**src/sv/mpq_pkg.sv**
```systemverilog
// Shared types and constants for the multilevel priority queue unit.
// No dependencies.
package mpq_pkg;

    localparam int MPQ_MAX_LEVELS = 8;
    localparam int MPQ_MAX_DEPTH  = 16;

    localparam int LEVELS_W   = 4;
    localparam int CAP_W      = 5;
    localparam int PRIO_W     = 4;
    localparam int VALUE_W    = 32;
    localparam int STATUS_W   = 2;
    localparam int CFG_DATA_W = 5;
    localparam int S_TDATA_W  = 40;
    localparam int M_TDATA_W  = 40;
    localparam int CNT_W      = 7;

    localparam logic [LEVELS_W-1:0] LEVELS_RESET = 4'd8;
    localparam logic [CAP_W-1:0]    CAP_RESET    = 5'd16;

    typedef enum logic [STATUS_W-1:0] {
        ST_OK    = 2'd0,
        ST_RANGE = 2'd1,
        ST_FULL  = 2'd2,
        ST_EMPTY = 2'd3
    } status_t;

    typedef enum logic {
        CMD_INSERT = 1'b0,
        CMD_DELETE = 1'b1
    } cmd_t;

    typedef enum logic {
        REG_LEVELS   = 1'b0,
        REG_CAPACITY = 1'b1
    } cfg_reg_t;

    typedef struct packed {
        status_t             status;
        logic [PRIO_W-1:0]   prio;
        logic                del_ok;
    } mpq_result_t;

endpackage

```
**src/sv/mpq_ctrl.sv**
```systemverilog
// Level index table and request decode of the priority queue.
// Holds per-level head and tail indices; depends on mpq_pkg.
module mpq_ctrl
    import mpq_pkg::*;
#(
    parameter int MAX_LEVELS = MPQ_MAX_LEVELS,
    parameter int MAX_DEPTH  = MPQ_MAX_DEPTH,
    parameter int AW         = $clog2(MAX_LEVELS * MAX_DEPTH)
) (
    input  logic                aclk,
    input  logic                aresetn,
    input  logic                fire,
    input  cmd_t                cmd,
    input  logic [PRIO_W-1:0]   prio,
    input  logic [LEVELS_W-1:0] levels,
    input  logic [CAP_W-1:0]    capacity,
    output logic                mem_we,
    output logic                mem_re,
    output logic [AW-1:0]       mem_addr,
    output mpq_result_t         result
);

    localparam int LW = $clog2(MAX_LEVELS);
    localparam int HW = $clog2(MAX_DEPTH);
    localparam int TW = $clog2(MAX_DEPTH + 1);

    logic [HW-1:0]    head_reg  [MAX_LEVELS];
    logic [HW-1:0]    head_next [MAX_LEVELS];
    logic [TW-1:0]    tail_reg  [MAX_LEVELS];
    logic [TW-1:0]    tail_next [MAX_LEVELS];

    logic [CNT_W-1:0] lev_eff;
    logic [CNT_W-1:0] cap_eff;
    logic             found;
    logic [LW-1:0]    sel_row;
    logic [LW-1:0]    ins_row;
    logic [LW-1:0]    idx;
    logic [HW-1:0]    cur_head;
    logic [TW-1:0]    cur_tail;
    logic [HW-1:0]    slot;
    logic [CNT_W-1:0] sel_level;
    logic             ins_range;
    logic             ins_full;

    always_comb begin
        lev_eff = ({3'b000, levels} > CNT_W'(MAX_LEVELS)) ? CNT_W'(MAX_LEVELS)
                                                          : {3'b000, levels};
        cap_eff = ({2'b00, capacity} > CNT_W'(MAX_DEPTH)) ? CNT_W'(MAX_DEPTH)
                                                          : {2'b00, capacity};

        found   = 1'b0;
        sel_row = '0;
        for (int i = 0; i < MAX_LEVELS; i++) begin
            if (tail_reg[i] != '0 && CNT_W'(i) < lev_eff) begin
                found   = 1'b1;
                sel_row = LW'(i);
            end
        end

        ins_row   = LW'(prio - 4'd1);
        ins_range = (prio == '0) || ({3'b000, prio} > lev_eff);
        idx       = (cmd == CMD_DELETE) ? sel_row : ins_row;
        cur_head  = head_reg[idx];
        cur_tail  = tail_reg[idx];
        ins_full  = CNT_W'(cur_tail) >= cap_eff;
        slot      = (cmd == CMD_DELETE) ? cur_head : HW'(cur_tail);
        sel_level = CNT_W'(sel_row) + CNT_W'(1);
        mem_addr  = AW'(AW'(idx) * AW'(MAX_DEPTH) + AW'(slot));

        head_next = head_reg;
        tail_next = tail_reg;
        mem_we    = 1'b0;
        mem_re    = 1'b0;
        result    = '{status: ST_OK, prio: '0, del_ok: 1'b0};

        unique case (cmd)
            CMD_INSERT: begin
                if (ins_range) begin
                    result.status = ST_RANGE;
                end else if (ins_full) begin
                    result.status = ST_FULL;
                end else begin
                    mem_we         = fire;
                    tail_next[idx] = cur_tail + TW'(1);
                end
            end
            CMD_DELETE: begin
                if (!found) begin
                    result.status = ST_EMPTY;
                end else begin
                    mem_re        = fire;
                    result.prio   = sel_level[PRIO_W-1:0];
                    result.del_ok = 1'b1;
                    if (CNT_W'(cur_head) + CNT_W'(1) >= CNT_W'(cur_tail)) begin
                        head_next[idx] = '0;
                        tail_next[idx] = '0;
                    end else begin
                        head_next[idx] = cur_head + HW'(1);
                    end
                end
            end
            default: begin
                result.status = ST_EMPTY;
            end
        endcase
    end

    always_ff @(posedge aclk) begin
        if (!aresetn) begin
            for (int i = 0; i < MAX_LEVELS; i++) begin
                head_reg[i] <= '0;
                tail_reg[i] <= '0;
            end
        end else if (fire) begin
            head_reg <= head_next;
            tail_reg <= tail_next;
        end
    end

endmodule

```
**config.mk**
```make
export PLATFORM = sky130hd
export DESIGN_NAME = mpq_ctrl
export DESIGN_NICKNAME = d
export VERILOG_FILES = /design/src/sv/mpq_pkg.sv /design/src/sv/mpq_ctrl.sv
export SDC_FILE = /design/constraint.sdc
export NUM_CORES = 1
export LEC_CHECK = 0
export BUFFER_PORTS_ARGS = -buffer_cell sky130_fd_sc_hd__buf_2
export CAP_MARGIN = 25
export CORE_MARGIN = 3
export CORE_UTILIZATION = 43
export CTS_CLUSTER_SIZE = 12
export DETAILED_ROUTE_END_ITERATION = 8
export PLACE_DENSITY = 0.64
export SLEW_MARGIN = 20
export SYNTH_ARGS = -nofsm -noshare
export SYNTH_HDL_FRONTEND = slang
export SYNTH_SLANG_ARGS = --single-unit
export TNS_END_PERCENT = 5
```
**constraint.sdc**
```tcl
create_clock -name aclk -period 7 [get_ports aclk]
set_clock_uncertainty 0.15 [all_clocks]
set_input_delay 1.4 -clock aclk [delete_from_list [all_inputs] [get_ports aclk]]
set_output_delay 1.4 -clock aclk [all_outputs]
set_load 0.005 [all_outputs]
```
==> results of run 1 <==
timing repair:
item,CTS,global route
gates resized for setup,0,1
buffers inserted,0,0
endpoints found under the setup margin,0,1
kinds of logic after synthesis:
| group | synth area share |
|---|---|
| compound gates | 0.229 |
| simple gates | 0.275 |
| buf+inv | 0.0406 |
| flops | 0.314 |
| mux | 0.0820 |
| xor+xnor | 0.00954 |
| fa+ha+maj | 0.0491 |
layout make-up:
cell class / count / area, µm²
Clock buffer: 9 / 124
Fill cell: 1054 / 5260
Timing Repair Buffer: 49 / 288
Tap cell: 136 / 170
Clock inverter: 7 / 48.8
Inverter: 18 / 70.1
Multi-Input combinational cell: 447 / 2970
Sequential cell: 72 / 1440
worst min-delay path, stage by stage (launching register included):
cell and delay [ns]:
dfxtp_1 0.32, nand3_1 0.07, o21ai_2 0.05
placed cells by master, fill, tap and decap left out, types with 8 or more instances in the layout:
cell type and count:
ha_1 18, buf_2 32, mux2i_1 32, nand3_1 48, clkbuf_8 9, a21oi_1 33
nor2_1 41, nor2b_1 39, a32o_1 8, or4_1 11, nand2b_1 8, buf_4 17
dfxtp_1 72, o21ai_0 30, nor3_1 21, nand2_1 45, inv_1 13
power by group through the flow:
stage / logic [W] / clock network [W] / registers [W]
after floorplan: 0.000107 / 0 / 0.000420
after global placement: 0.000158 / 0 / 0.000421
after detailed placement: 0.000160 / 0 / 0.000421
after CTS: 0.000161 / 0.000299 / 0.000411
after global routing: 0.000180 / 0.000314 / 0.000411
final: 0.000164 / 0.000293 / 0.000411
final timing paths:
kind	endpoint	slack, ns	cells after the start
max reg2reg	tail_reg[18]	1.42	19
min	head_reg[3]	0.33	2
max	mem_we	0.36	15
min reg2reg	head_reg[3]	0.33	2
metrics by stage:
stage / total power [W] / instance area (µm²) / util / hold slack, ns
CTS: 0.000871 / 5100 / 0.492 / 0.330
global placement: 0.000579 / 4930 / 0.476 / 0.305
detailed placement: 0.000581 / 4930 / 0.476 / 0.319
global route: 0.000905 / 5110 / 0.493 / 0.352
floorplan: 0.000527 / 4590 / - / 0.286
finish: 0.000868 / 5110 / 0.493 / 0.327
routing by layer:
layer / up-vias / wire [µm] / part of all wire
met5: - / 0 / 0
met4: 0 / 183 / 0.013
met3: 13 / 1050 / 0.076
met2: 184 / 6200 / 0.45
met1: 2061 / 6390 / 0.46
li1: 2158 / - / -
==> results.py, run 1 <==
metrics = {
    "global_routing": {
        "top_usage_layer": "met2",
        "grtUsageMet2": 0.361,
        "grt_pass1_wl_um": 21700,
        "gr-total-overflow": 0,
        "grt_max_degree": 47,
        "grt_pass1_vias": 3947,
        "use_met1": 0.346,
        "track_usage": 0.236,
        "grt.met3_usage": 0.0364,
        "antenna_found_initial": 0,
    },
    "worst_setup_path": {
        "worst-endpoint-required_ns": 5.45,
        "cp-end-kind": "output pin",
        "start_kind": "input port",
        "r2r_start": "tail_reg[1]",
        "cp_num_buf_inv": 3,
        "crit_type": "input port to output pin",
        "crit_path_max_fanout": 11,
        "cpMaxStageDelayCell": "or4b_1",
        "cp-startpoint": "levels[3]",
        "cp_cell_sequence": "buf_2 > or4b_1 > o211a_1 > a2111oi_4 > o21ai_1 > a221o_1 > a21oi_1 > o32a_1 > inv_1 > ha_1 > a21o_1 > a21oi_1 > o21a_1 > and3_1 > buf_2",
        "critPathTopFamily": "compound AO/OA/AOI/OAI gates",
        "cp.arrival_ns": 5.09,
        "max_stage_delay_ns": 0.60,
    },
    "power": {
        "p_seq_frac": 0.474,
        "p_comb_frac": 0.189,
        "p_int_w": 0.000597,
        "power.share.switching": 0.312,
        "vdd_ir_drop_max_uv": 87.6,
        "p_per_area_nw_per_um2": 170,
        "clkPwrFrac": 0.338,
        "p_leak_nw": 2.03,
        "p_sw_w": 0.000271,
    },
    "cts": {
        "numCtsBuffers": 9,
        "cts-root-buf": "clkbuf_8",
        "htree_levels": 3,
        "clock_latency_ns": 0.35,
        "cts_tree": "built",
        "clock_path_buffers": 2,
        "ctsHoldBuffers": 0,
        "clk_pin_slew_worst_paths_ns": 0.08,
        "cts.sinks": 72,
    },
    "synth": {
        "synthTopCellsByArea": "dfxtp_1 31%, mux2i_1 7.0%, nor2b_1 5.3%",
        "synthArstFlopShare": 0,
        "netlist_area_um2": 4590,
        "yosys_register_bits": 72,
        "synth-edff-count": 0,
        "syn_area_per_cell_um2": 8.13,
        "synth_top_area_frac": 0.314,
        "yosysWarningCount": 0,
        "synth_cells": 565,
        "synth.most_common_cell": "dfxtp_1",
        "synth_cell_types": 75,
        "synth_top_area_cell": "dfxtp_1",
        "synth_common_cells": "72 x dfxtp_1, 48 x nand3_1, 45 x nand2_1, 41 x nor2_1, 39 x nor2b_1",
        "synthFlopType": "dfxtp_1",
        "yosysSeqAreaShare": 0.314,
        "synth_fp_nets": 600,
    },
    "drt": {
        "viasPerCell": 5.98,
        "routedWlPerCell_um": 18.7,
        "drtPass1Iterations": 7,
        "drtIter0Drc": 390,
        "wl_um": 13800,
        "drc_errors": 0,
        "vias": 4416,
        "final_antenna_net_count": 0,
    },
    "sta": {
        "rsz0062_at_grt": "no",
        "tightest_slew_ns": 0.948,
        "finalSetupViolations": 0,
        "slew_headroom": 0.365,
        "min_period_over_period": 0.949,
        "finalSetupTns_ns": 0,
        "setup_slack_ns": 0.357,
        "final_hold_viol_count": 0,
        "slew_viol_final": 0,
        "max_freq_mhz": 151,
        "min_period_ns": 6.64,
    },
    "status": {
        "status": "finished clean",
    },
    "floorplanning": {
        "rows": 37,
        "dieHeight_um": 109,
        "dieArea_um2": 12000,
        "io_pins": 33,
        "die_w_um": 109,
        "initial_core_util": 0.443,
        "core_area_um2": 10400,
    },
    "layout": {
        "nets": 632,
        "stdcell_count": 738,
        "antenna_cells": 0,
        "syn_to_final_growth_pct": 11.4,
        "drive_gt1_frac": 0.148,
        "largest_register_ffs": 40,
    },
    "place": {
        "place.gp.congestion": 0.948,
        "dp.final_hpwl_um": 10600,
        "post-place-cells": 722,
        "port-buffer-count": 32,
        "pre_cts_ws_ns": 0.423,
    },
    "min_path": {
        "hp-start": "head_reg[3]",
        "hp-class": "flop to flop",
    },
    "job": {
        "drv_cap": 0,
    },
}
(Power assumes the default switching activity.)
==> inputs of run 2 (changes only) <==
==> constraint.sdc (replaced) <==
create_clock -name aclk -period 7 [get_ports aclk]
set_clock_uncertainty 0.15 [all_clocks]
set_input_delay 1.4 -clock aclk [delete_from_list [all_inputs] [get_ports aclk]]
set_output_delay 1.4 -clock aclk [all_outputs]
set_load 0.01 [all_outputs]
==> results.py, run 2 (synthesis results as in run 1) <==
metrics = {
    "status": {
        "status": "finished clean",
    },
    "sta": {
        "min_period_over_period": 0.971,
        "finalSetupTns_ns": 0,
        "final_hold_viol_count": 0,
        "min_period_ns": 6.80,
        "tightest_slew_ns": 0.944,
        "slew_viol_final": 0,
        "slew_headroom": 0.369,
        "finalSetupViolations": 0,
        "rsz0062_at_grt": "no",
        "max_freq_mhz": 147,
    },
    "drt": {
        "wl_um": 13900,
        "drtPass1Iterations": 5,
        "vias": 4506,
        "drc_errors": 0,
        "final_antenna_net_count": 0,
        "drtIter0Drc": 380,
        "viasPerCell": 6.12,
        "routedWlPerCell_um": 18.9,
    },
    "cts": {
        "cts_tree": "built",
        "numCtsBuffers": 9,
        "clock_latency_ns": 0.35,
        "clock_path_buffers": 2,
        "cts_resized": 0,
        "htree_levels": 3,
        "cts.sinks": 72,
        "post_cts_buffers": 0,
        "cts-root-buf": "clkbuf_8",
        "ctsHoldBuffers": 0,
        "clk_pin_slew_worst_paths_ns": 0.08,
    },
    "global_routing": {
        "grt_max_degree": 77,
        "track_usage": 0.239,
        "antenna_found_initial": 0,
        "grt_pass1_vias": 4121,
        "grt_pass1_wl_um": 22200,
        "gr-total-overflow": 0,
    },
    "floorplanning": {
        "rows": 37,
        "dieHeight_um": 109,
        "initial_core_util": 0.443,
        "die_w_um": 109,
        "dieArea_um2": 12000,
        "core_area_um2": 10400,
        "io_pins": 33,
    },
    "worst_setup_path": {
        "max_stage_delay_ns": 0.76,
        "cpMaxStageDelayCell": "o41ai_4",
        "start_kind": "input port",
        "crit_path_max_fanout": 11,
        "critPathTopFamily": "compound AO/OA/AOI/OAI gates",
        "cp_cell_sequence": "buf_2 > or4b_1 > o211ai_1 > nand2_1 > o41ai_4 > a222oi_1 > nand3_1 > nand2_1 > ha_1 > nand2b_1 > a21o_1 > a21oi_1 > o21a_1 > and3_1 > buf_2",
        "cp.arrival_ns": 5.25,
        "cp-end-kind": "output pin",
        "worst-endpoint-required_ns": 5.45,
        "cp_num_buf_inv": 2,
        "crit_type": "input port to output pin",
    },
    "power": {
        "p_per_area_nw_per_um2": 190,
        "vdd_ir_drop_max_uv": 88.1,
        "p_leak_nw": 2.04,
        "power.total_w": 0.000979,
    },
    "layout": {
        "antenna_cells": 0,
        "largest_register_ffs": 40,
        "final_cell_mix": "72 x dfxtp_1, 48 x nand3_1, 45 x nand2_1",
        "syn_to_final_growth_pct": 12.4,
        "design_area_um2": 5160,
        "final_util": 0.497,
        "regArea_um2": 1440,
        "nets": 630,
        "layout_commonest_cell": "dfxtp_1",
        "fillCellCount": 1025,
        "drive_gt1_frac": 0.143,
        "multi_input_area_um2": 2960,
    },
    "place": {
        "dpl_cell_area_um2": 4910,
        "port-buffer-count": 32,
        "dp.final_hpwl_um": 10400,
        "place.gp.congestion": 0.956,
    },
    "job": {
        "drv_cap": 0,
    },
    "min_path": {
        "hp-class": "flop to flop",
    },
}
[run 2: cell types whose count changed in the layout (fill, tap and decap cells not counted)]
cell / change
buf_2: +1
buf_4: -3
bufinv_16: +3
clkinv_2: -2
clkinv_4: -1
xnor2_1: +1
xnor2_2: -1
[run 2: final timing paths]
check | start | to | slack [ns] | cells past startpoint
worst max-delay path | levels[3] | mem_we | 0.20 | 15
worst min register to register | head_reg[31] | head_reg[31] | 0.33 | 2
worst max register to register | tail_reg[1] | tail_reg[8] | 1.33 | 18
worst min-delay path | head_reg[31] | head_reg[31] | 0.33 | 2
[run 2: report_power, final]
group	total, W	leakage [nW]	switching, W	internal (W)
Sequential	0.000411	0.580	0.000000923	0.000410
Clock	0.000404	0.119	0.000167	0.000237
Combinational	0.000164	1.34	0.000107	0.0000575
Total	0.000979	2.04	0.000274	0.000705
[run 2: cell type report]
class	instances	share of cell area
Clock buffer	9	0.0240
Clock inverter	7	0.0233
Inverter	18	0.0136
Multi-Input combinational cell	447	0.574
Sequential cell	72	0.279
Tap cell	136	0.0330
Timing Repair Buffer	47	0.0524
[run 2: layer usage]
layer  vias up  share of wire  global-route usage
met5         -              0                   0
met2       231           0.44               0.372
met4         0          0.026              0.0801
met3        29          0.089              0.0435
met1      2099           0.44               0.334
li1       2147              -                   -
[run 2: per-stage QoR]
step	cells	worst slack [ns]	hold WS, ns
after detailed placement	720	0.311	0.313
final	736	0.201	0.328
after global placement	719	0.394	0.304
after CTS	736	0.283	0.324
after floorplan	565	0.703	0.286
after global routing	736	0.0237	0.343
[run 2: tightest hold or removal path: cells and delay by family, from the launching register on]
kind	cells	cell delay, ns
AO/OA/AOI/OAI	1	0.05
AND/OR/NAND/NOR	1	0.07
flip-flops	1	0.31
==> inputs of run 3 (changes only) <==
CELL_PAD_IN_SITES_DETAIL_PLACEMENT = 0   (was default)
CELL_PAD_IN_SITES_GLOBAL_PLACEMENT = 1   (was default)
PLACE_DENSITY = 0.8   (was 0.64)
==> results.py, run 3 (synthesis results as in run 1) <==
metrics = {
    "global_routing": {
        "antenna_found_initial": 0,
        "gr-total-overflow": 0,
        "grt_pass1_wl_um": 22700,
        "grt_pass1_vias": 4031,
        "track_usage": 0.250,
        "grt_max_degree": 43,
    },
    "place": {
        "pre_cts_ws_ns": 0.466,
        "place.gp.congestion": 0.951,
        "port-buffer-count": 32,
        "dp.final_hpwl_um": 10800,
        "post-place-cells": 726,
    },
    "worst_setup_path": {
        "cp-end-kind": "output pin",
        "crit_path_max_fanout": 18,
        "critPathTopFamily": "compound AO/OA/AOI/OAI gates",
        "start_kind": "input port",
        "cp.arrival_ns": 5.10,
        "crit_path_frequent_cell": "buf_2",
        "worst-endpoint-required_ns": 5.45,
        "cp_num_buf_inv": 5,
        "cp_cell_sequence": "buf_2 > or2_2 > nor2_1 > a2111oi_4 > o21a_4 > nor2_8 > inv_4 > a2111oi_0 > buf_4 > a22o_1 > inv_1 > ha_1 > a21oi_1 > o21a_1 > and3_1 > buf_2",
        "cpMaxStageDelayCell": "a2111oi_0",
        "crit_type": "input port to output pin",
        "max_stage_delay_ns": 0.55,
    },
    "status": {
        "status": "finished clean",
    },
    "power": {
        "p_comb_frac": 0.178,
        "p_int_w": 0.000672,
        "clkPwrFrac": 0.389,
        "p_per_area_nw_per_um2": 183,
        "vdd_ir_drop_max_uv": 91.3,
        "p_leak_nw": 2.07,
        "p_sw_w": 0.000276,
        "p_seq_frac": 0.434,
        "power.total_w": 0.000948,
        "power.share.switching": 0.291,
    },
    "sta": {
        "slew_headroom": 0.413,
        "max_freq_mhz": 150,
        "tightest_slew_ns": 0.876,
        "min_period_ns": 6.65,
        "slew_viol_final": 0,
        "min_period_over_period": 0.950,
        "finalSetupViolations": 0,
        "final_hold_viol_count": 0,
        "finalSetupTns_ns": 0,
        "rsz0062_at_grt": "no",
        "setup_slack_ns": 0.347,
    },
    "drt": {
        "drc_errors": 0,
        "vias": 4351,
        "viasPerCell": 5.86,
        "drtIter0Drc": 376,
        "drtPass1Iterations": 6,
        "wl_um": 14200,
        "final_antenna_net_count": 0,
        "routedWlPerCell_um": 19.1,
    },
    "layout": {
        "layout_commonest_cell": "dfxtp_1",
        "largest_register_ffs": 40,
        "final_util": 0.500,
        "multi_input_area_um2": 2960,
        "fillCellCount": 1046,
        "regArea_um2": 1440,
        "drive_gt1_frac": 0.153,
        "antenna_cells": 0,
        "syn_to_final_growth_pct": 13.0,
        "nets": 637,
        "stdcell_count": 743,
        "final_cell_mix": "72 x dfxtp_1, 48 x nand3_1, 45 x nand2_1",
    },
    "cts": {
        "clk_pin_slew_worst_paths_ns": 0.07,
        "clock_path_buffers": 2,
        "htree_levels": 3,
        "ctsHoldBuffers": 0,
        "post_cts_buffers": 0,
        "cts_tree": "built",
        "cts.sinks": 72,
        "cts_resized": 0,
        "clock_latency_ns": 0.36,
        "cts-root-buf": "clkbuf_8",
        "numCtsBuffers": 9,
    },
    "floorplanning": {
        "dieHeight_um": 109,
        "dieArea_um2": 12000,
        "die_w_um": 109,
        "core_area_um2": 10400,
        "rows": 37,
        "io_pins": 33,
        "initial_core_util": 0.443,
    },
    "min_path": {
        "hp-class": "flop to flop",
    },
    "job": {
        "drv_cap": 0,
    },
}
## run 3: changes by cell type in the layout (fill, tap and decap cells not counted), sizes merged
| cell | previous run | this run |
|---|---|---|
| buf | 47 | 54 |
| clkinv | 6 | 8 |
| bufinv | 3 | 2 |
| clkinvlp | 1 | 0 |
## run 3: final cells by class
type	instances	area share
Timing Repair Buffer	54	0.0622
Clock buffer	9	0.0239
Multi-Input combinational cell	447	0.571
Tap cell	136	0.0328
Clock inverter	7	0.0186
Sequential cell	72	0.278
Inverter	18	0.0135
## run 3: final timing paths
path / start / end / slack (ns) / cells after the start
hold / removal: head_reg[19] / head_reg[19] / 0.32 / 2
setup / recovery: levels[3] / mem_we / 0.35 / 16
hold reg to reg: head_reg[19] / head_reg[19] / 0.32 / 2
setup reg to reg: tail_reg[1] / tail_reg[38] / 1.36 / 19
## run 3: routing by layer
metal | GRT usage | vias to the layer above | wire, µm | part of all wire
met2 | 0.376 | 164 | 6140 | 0.43
met4 | 0.0659 | 0 | 185 | 0.013
met5 | 0 | - | 0 | 0
li1 | - | 2156 | - | -
met3 | 0.0546 | 14 | 1030 | 0.073
met1 | 0.363 | 2017 | 6820 | 0.48
## run 3: through the flow
| stage | hold WS [ns] | area (µm²) |
|---|---|---|
| floorplan | 0.286 | 4590 |
| global placement | 0.307 | 4960 |
| detailed placement | 0.313 | 4960 |
| CTS | 0.324 | 5180 |
| global route | 0.347 | 5190 |
| finish | 0.321 | 5190 |
## run 3: tightest hold or removal path, delay by kind of cell, from the launching register on
kind / cells / cell delay [ns]
DFF: 1 / 0.31
AOI/OAI and AO/OA: 1 / 0.05
and+or+nand+nor: 1 / 0.07
## run 3: power groups by stage
stage                     sequential [W]  clock [W]  combinational, W
final                           0.000411   0.000368          0.000168
after floorplan                 0.000420          0          0.000109
after global routing            0.000411   0.000397          0.000185
after detailed placement        0.000421          0          0.000165
after global placement          0.000421          0          0.000163
after CTS                       0.000411   0.000376          0.000166
